$ cat src/hw/rtl/dtw_pkg.sv
// Shared types, constants and calendar tables for the date to weekday block.
// No dependencies.
`timescale 1ns / 1ps
`default_nettype none

package dtw_pkg;

  // Request payloads
  typedef struct packed {
    logic [11:0] year_in;
    logic [3:0]  month_in;
    logic [4:0]  day_in;
  } dtw_in_t;

  typedef struct packed {
    logic [2:0] weekday;
    logic [8:0] ordinal_day;
    logic       leap_flag;
  } dtw_out_t;

  // Year split into century key, low two decimal digits and leap flag
  typedef struct packed {
    logic [1:0] cent;
    logic [6:0] low2;
    logic       leap;
  } dtw_year_t;

  localparam logic [11:0] DefaultYear = 12'd2008;
  localparam logic [3:0]  FirstMonth  = 4'd1;
  localparam logic [3:0]  LastMonth   = 4'd12;
  localparam logic [3:0]  MarchMonth  = 4'd3;
  localparam logic [4:0]  FirstDay    = 5'd1;

  // floor(y / 100) = (y * 5243) >> 19, exact for y < 43699
  localparam int          HundredShift = 19;
  localparam logic [12:0] HundredRecip = 13'd5243;
  localparam int          ProdW        = 25;

  // floor(s / 7) = (s * 147) >> 10, exact for s < 205
  localparam int         SevenShift = 10;
  localparam logic [7:0] SevenRecip = 8'd147;

  // Weekday month key, leap January and February take their own keys
  function automatic logic [2:0] month_key(input logic [3:0] m, input logic leap);
    logic [2:0] k;
    case (m)
      4'd1:    k = leap ? 3'd6 : 3'd0;
      4'd2:    k = leap ? 3'd2 : 3'd3;
      4'd3:    k = 3'd3;
      4'd4:    k = 3'd6;
      4'd5:    k = 3'd1;
      4'd6:    k = 3'd4;
      4'd7:    k = 3'd6;
      4'd8:    k = 3'd2;
      4'd9:    k = 3'd5;
      4'd10:   k = 3'd0;
      4'd11:   k = 3'd3;
      4'd12:   k = 3'd5;
      default: k = 3'd0;
    endcase
    return k;
  endfunction

  // Days before the first of the month in a common year;
  // equals floor(30.6*(m+1)) - 122 + 59 from March on
  function automatic logic [8:0] days_before(input logic [3:0] m);
    logic [8:0] n;
    case (m)
      4'd1:    n = 9'd0;
      4'd2:    n = 9'd31;
      4'd3:    n = 9'd59;
      4'd4:    n = 9'd90;
      4'd5:    n = 9'd120;
      4'd6:    n = 9'd151;
      4'd7:    n = 9'd181;
      4'd8:    n = 9'd212;
      4'd9:    n = 9'd243;
      4'd10:   n = 9'd273;
      4'd11:   n = 9'd304;
      4'd12:   n = 9'd334;
      default: n = 9'd0;
    endcase
    return n;
  endfunction

endpackage

`default_nettype wire

$ cat src/hw/rtl/date_to_weekday_and_ordinal.sv
// Top level of the Gregorian date to weekday / ordinal day converter.
// Depends on dtw_pkg and dtw_year_split.
`timescale 1ns / 1ps
`default_nettype none

// Converts one calendar date request (year, month, day) into the day of the
// week (Sunday = 0), the day of the year (January 1 = 1) and the Gregorian
// leap flag. Year 0 is taken as 2008, months 0 and 13..15 as January, day 0
// as the first; days past the end of a month are not checked and simply run
// on. The block is a four-stage pipeline: one request is accepted per clock
// while the output side does not stall. The stages are: input clean-up and
// the y*5243 reciprocal multiply (divide by 100), year split plus month
// tables and weekday partial sum, a reciprocal multiply for the divide by 7,
// and the final mod-7 subtract into the output register. Each stage holds
// while the one after it is full and stalled, so backpressure loses or
// repeats nothing. There is no configuration and no state beyond the
// pipeline registers.

module date_to_weekday_and_ordinal (
  input  logic              clk_i,
  input  logic              rst_ni,
  input  logic              in_valid_i,
  output logic              in_stall_o,
  input  dtw_pkg::dtw_in_t  in_data_i,
  output logic              out_valid_o,
  input  logic              out_stall_i,
  output dtw_pkg::dtw_out_t out_data_o
);
  import dtw_pkg::*;

  // stage 1: cleaned date and divide-by-100 product
  logic              v1_q;
  logic [11:0]       y1_q;
  logic [3:0]        m1_q;
  logic [4:0]        d1_q;
  logic [ProdW-1:0]  prod1_q;
  logic [11:0]       y1_d;
  logic [3:0]        m1_d;
  logic [4:0]        d1_d;

  // stage 2: weekday sum, ordinal day, leap
  logic              v2_q;
  logic [7:0]        sum2_q, sum2_d;
  logic [8:0]        ord2_q, ord2_d;
  logic              leap2_q;
  dtw_year_t         split;

  // stage 3: sum and its quotient by 7
  logic              v3_q;
  logic [7:0]        sum3_q;
  logic [4:0]        quo3_q;
  logic [15:0]       quo_prod;
  logic [8:0]        ord3_q;
  logic              leap3_q;

  // stage 4: output register
  logic              v4_q;
  dtw_out_t          out_q, out_d;

  logic rdy1, rdy2, rdy3, rdy4;

  // a stage moves when it is empty or the next one moves
  assign rdy4       = !v4_q || !out_stall_i;
  assign rdy3       = !v3_q || rdy4;
  assign rdy2       = !v2_q || rdy3;
  assign rdy1       = !v1_q || rdy2;
  assign in_stall_o = !rdy1;

  // input clean-up
  always_comb begin
    y1_d = (in_data_i.year_in == 12'd0) ? DefaultYear : in_data_i.year_in;
    m1_d = (in_data_i.month_in < FirstMonth || in_data_i.month_in > LastMonth)
           ? FirstMonth : in_data_i.month_in;
    d1_d = (in_data_i.day_in == 5'd0) ? FirstDay : in_data_i.day_in;
  end

  dtw_year_split u_year_split (
    .year_i  (y1_q),
    .prod_i  (prod1_q),
    .split_o (split)
  );

  // weekday partial sum: 2*(3-cent) + yb2 + yb2/4 + key + day, at most 166
  always_comb begin
    sum2_d = 8'({~split.cent, 1'b0}) + 8'(split.low2) + 8'(split.low2 >> 2)
           + 8'(month_key(m1_q, split.leap)) + 8'(d1_q);
    ord2_d = days_before(m1_q) + 9'(d1_q)
           + 9'(split.leap && (m1_q >= MarchMonth));
  end

  assign quo_prod = 16'(sum2_q) * 16'(SevenRecip);

  always_comb begin
    out_d.weekday     = 3'(sum3_q - 8'({3'd0, quo3_q} * 8'd7));
    out_d.ordinal_day = ord3_q;
    out_d.leap_flag   = leap3_q;
  end

  // valid bits
  always_ff @(posedge clk_i or negedge rst_ni) begin
    if (!rst_ni) begin
      v1_q <= 1'b0;
      v2_q <= 1'b0;
      v3_q <= 1'b0;
      v4_q <= 1'b0;
    end else begin
      if (rdy1) v1_q <= in_valid_i;
      if (rdy2) v2_q <= v1_q;
      if (rdy3) v3_q <= v2_q;
      if (rdy4) v4_q <= v3_q;
    end
  end

  // payload, no reset
  always_ff @(posedge clk_i) begin
    if (rdy1 && in_valid_i) begin
      y1_q    <= y1_d;
      m1_q    <= m1_d;
      d1_q    <= d1_d;
      prod1_q <= ProdW'(y1_d) * ProdW'(HundredRecip);
    end
    if (rdy2 && v1_q) begin
      sum2_q  <= sum2_d;
      ord2_q  <= ord2_d;
      leap2_q <= split.leap;
    end
    if (rdy3 && v2_q) begin
      sum3_q  <= sum2_q;
      quo3_q  <= quo_prod[SevenShift +: 5];
      ord3_q  <= ord2_q;
      leap3_q <= leap2_q;
    end
    if (rdy4 && v3_q) begin
      out_q <= out_d;
    end
  end

  assign out_valid_o = v4_q;
  assign out_data_o  = out_q;

endmodule

`default_nettype wire

$ cat src/hw/rtl/dtw_year_split.sv
// Year decomposition: century key, low two digits and Gregorian leap flag.
// Depends on dtw_pkg; takes the registered y * HundredRecip product.
`timescale 1ns / 1ps
`default_nettype none

module dtw_year_split (
  input  logic [11:0]               year_i,
  input  logic [dtw_pkg::ProdW-1:0] prod_i,
  output dtw_pkg::dtw_year_t        split_o
);
  import dtw_pkg::*;

  logic [5:0]  hundreds;
  logic [11:0] hund_part;
  logic [6:0]  low2;

  assign hundreds  = prod_i[ProdW-1:HundredShift];
  assign hund_part = 12'({6'd0, hundreds} * 12'd100);
  assign low2      = 7'(year_i - hund_part);

  assign split_o.cent = hundreds[1:0];
  assign split_o.low2 = low2;
  // century years leap only when divisible by 400
  assign split_o.leap = (low2 == 7'd0) ? (hundreds[1:0] == 2'd0)
                                       : (year_i[1:0] == 2'd0);

endmodule

`default_nettype wire
$ cat config.mk
export PLATFORM = sky130hd
export DESIGN_NAME = date_to_weekday_and_ordinal
export DESIGN_NICKNAME = d
export VERILOG_FILES = /design/src/hw/rtl/dtw_pkg.sv /design/src/hw/rtl/date_to_weekday_and_ordinal.sv /design/src/hw/rtl/dtw_year_split.sv
export SDC_FILE = /design/constraint.sdc
export NUM_CORES = 1
export LEC_CHECK = 0
export ABC_AREA = 1
export BUFFER_PORTS_ARGS = -buffer_cell sky130_fd_sc_hd__buf_2
export CELL_PAD_IN_SITES_DETAIL_PLACEMENT = 1
export CELL_PAD_IN_SITES_GLOBAL_PLACEMENT = 2
export CORE_MARGIN = 2
export CORE_UTILIZATION = 37
export CTS_BUF_LIST = sky130_fd_sc_hd__clkbuf_2 sky130_fd_sc_hd__clkbuf_4 sky130_fd_sc_hd__clkbuf_8
export DETAILED_ROUTE_END_ITERATION = 7
export GPL_TIMING_DRIVEN = 0
export PLACE_DENSITY_LB_ADDON = 0.1
export SLEW_MARGIN = 10
export SYNTH_ARGS = -nofsm -noshare
export SYNTH_HDL_FRONTEND = slang
export SYNTH_SLANG_ARGS = --single-unit
$ cat constraint.sdc
create_clock -name clk_i -period 3.65 [get_ports clk_i]
set_input_delay 0.73 -clock clk_i [delete_from_list [all_inputs] [get_ports clk_i]]
set_output_delay 0.73 -clock clk_i [all_outputs]
set_load 0.005 [all_outputs]
==> impl_metrics.env <==
export IMPL_netlist_instances=833
export IMPL_cts_tree="yes"
export IMPL_slew_limit_headroom=0.5264
export IMPL_vias=5583
export IMPL_hold_path_class="input port to async pin"
export IMPL_async_flop_share=0.04938
export IMPL_synth_top_area_cell="edfxtp_1"
export IMPL_status="complete, but fails checks"
export IMPL_antenna_found_initial=0
export IMPL_synth_distinct_cells=38
export IMPL_cp_arrival_ns=5.28
export IMPL_fillers=2408
export IMPL_setup_worst_path_end_class="flip-flop"
export IMPL_hold_viol_final=0
export IMPL_fin_skew_ns=0.01394
export IMPL_clk_pin_slew_ns=0.08
export IMPL_timing_max_cap_violations=0
export IMPL_drt_first_pass_iters=4
export IMPL_drc=0
export IMPL_avgRoutedWirePerCell_um=15.21
export IMPL_finalSetupViolCount=9
export IMPL_violations="setup timing"
export IMPL_drive_above_1_share=0.2293
export IMPL_grt_max_degree=23
export IMPL_clock_latency_ns=0.36
export IMPL_nets=1144
export IMPL_crit_required_ns=3.76
export IMPL_gp_congestion=0.8561
export IMPL_final_common_cell="inv_1"
export IMPL_clock_sinks=81
export IMPL_gr_total_overflow=0
export IMPL_syn_num_nets=1062
export IMPL_start_util=0.3748
export IMPL_syn_area_mm2=0.007854
export IMPL_synth_edf_count=68
export IMPL_viasPerCell=4.672
export IMPL_fp_dieW_um=149.7
export IMPL_fin_ws_ns=-1.517
export IMPL_worstSetupStartpointType="input port"
export IMPL_rr_worst_depth=15
export IMPL_row_count=53
export IMPL_ys_top_cells_by_area="edfxtp_1, ha_1, fa_1"
export IMPL_final_cell_mix="inv_1, ha_1, nand2_1"
export IMPL_met1_length_um=8593
export IMPL_dr_max_layer_used="met4"
export IMPL_holdBufCountCts=0
export IMPL_num_io_pins=40
export IMPL_ys_seq_elements=81
export IMPL_n_antenna_cell=0
export IMPL_final_area_mm2=0.009423
export IMPL_route_met3_wl_um=376
export IMPL_r2r_start="y1_q[2]"
export IMPL_dieArea_mm2=0.02241
export IMPL_dp_hpwl_um=15190
export IMPL_fin_crit_ns=5.167
export IMPL_port_buffers=39
export IMPL_track_usage=0.1706
export IMPL_drv_slew=0
export IMPL_clock_path_buffers=2
export IMPL_core_mm2=0.02096
export IMPL_synth_main_ff_cell="edfxtp_1"
export IMPL_ys_seq_area_frac=0.2957
export IMPL_yosysWarnings=0
export IMPL_crit_type="input port to flip-flop"
export IMPL_grt_first_pass_wirelength_um=29830
export IMPL_fin_crit_sh=1.416
export IMPL_dieHeight_um=149.7
export IMPL_htreeDepth=3
export IMPL_grt_pass1_vias=5968
export IMPL_worst_slew_pin_slew_ns=0.7105
export IMPL_area_delta_synth_final_pct=19.98
export IMPL_rsz0062_at_grt="true"
export IMPL_post_synth_top_area_fraction=0.2600
export IMPL_antenna_left=0
export IMPL_wl_met2_um=9120
export IMPL_path_max_fanout=7
export IMPL_cp_startpoint="in_data_i[18]"
export IMPL_cts_root_buffer="clkbuf_8"
export IMPL_syn_area_per_cell_um2=9.428
export IMPL_placed_area_mm2=0.008564
export IMPL_cts_buffers=9
export IMPL_fmax_ghz=0.1935
export IMPL_drt_iter0_markers=120
export IMPL_wl_um=18170
synthesized netlist by cell type, drive strengths merged, types with 9 or more instances:
cell and count:
o21ai 20, nand4 10, fa 61, dfxtp 9
xnor2 14, a21oi 31, inv 205, nand3 29
nand2 147, edfxtp 68, ha 143, nor2 38
xor2 18
per-stage QoR:
stage	std cells	utilization	TNS [ns]	worst slack, ns	hold slack [ns]
2_1_floorplan	833	-	-6.899	-1.398	0.4003
3_3_place_gp	1147	0.4080	-10.97	-2.119	0.4032
3_5_place_dp	1148	0.4087	-11.27	-2.159	0.4066
4_1_cts	1183	0.4368	-7.919	-1.560	0.1451
5_1_grt	1195	0.4497	-9.700	-1.751	0.1424
6_report	1195	0.4497	-7.875	-1.517	0.1648
area by class of cell:
type | count | area, µm² | share of cell area
clock buffers | 9 | 123.9 | 0.01315
well taps | 275 | 344.1 | 0.03652
multi-input cells | 539 | 5171 | 0.5488
repair buffers | 71 | 491.7 | 0.05218
inverters | 205 | 818.3 | 0.08684
flip-flops and latches | 81 | 2322 | 0.2464
clock inverters | 7 | 105.1 | 0.01115
plain buffers | 8 | 46.29 | 0.004913
critical path, stage by stage:
cell and delay (ns):
buf_2 0.12, nor2_2 0.15, nand4_1 0.15, nor2_4 0.28, or2_4 0.21, fa_1 0.46
fa_2 0.56, inv_2 0.04, fa_2 0.53, inv_2 0.05, fa_1 0.51, inv_2 0.04
fa_1 0.49, inv_2 0.05, ha_4 0.15, a21o_1 0.21, nand2_2 0.08, a21oi_2 0.05
nor3_2 0.21, nand2_1 0.08, nand2_1 0.06, nand2_1 0.05
final timing paths:
check,endpoint,slack (ns)
hold reg to reg,out_data_o[0],0.42
setup / recovery,prod1_q[20],-1.52
max in group asynchronous,v1_q,3.37
setup reg to reg,sum2_q[6],-0.17
hold / removal,out_valid_o,0.16
min in group clk_i,out_data_o[0],0.42
routing by layer:
| metal | vias up | GRT usage |
|---|---|---|
| li1 | 2812 | - |
| met1 | 2725 | 0.2298 |
| met2 | 39 | 0.3011 |
| met3 | 7 | 0.02470 |
| met4 | 0 | 0.01840 |
| met5 | - | 0 |
logic make-up (layout without fill, tap and decap cells):
kind of cell | Yosys count | after routing | share of synthesized area
adders and majority gates | 204 | 204 | 0.3833
buffers and inverters | 213 | 300 | 0.1042
and+or+nand+nor | 237 | 237 | 0.1295
xor gates and xnor gates | 32 | 32 | 0.03569
DFF | 81 | 81 | 0.2957
AOI/OAI and AO/OA | 66 | 66 | 0.05162
what timing repair did:
action | in CTS | in global routing
endpoints found under the setup margin | 10 | 13
pin swaps | 27 | 43
endpoints found under the hold margin | 0 | 0
setup buffers | 19 | 13
gates resized for setup | 45 | 57
cloned | 0 | 0
Power is not shown: default switching activity piles up to over one toggle a cycle in this logic, so the estimate is an artifact.
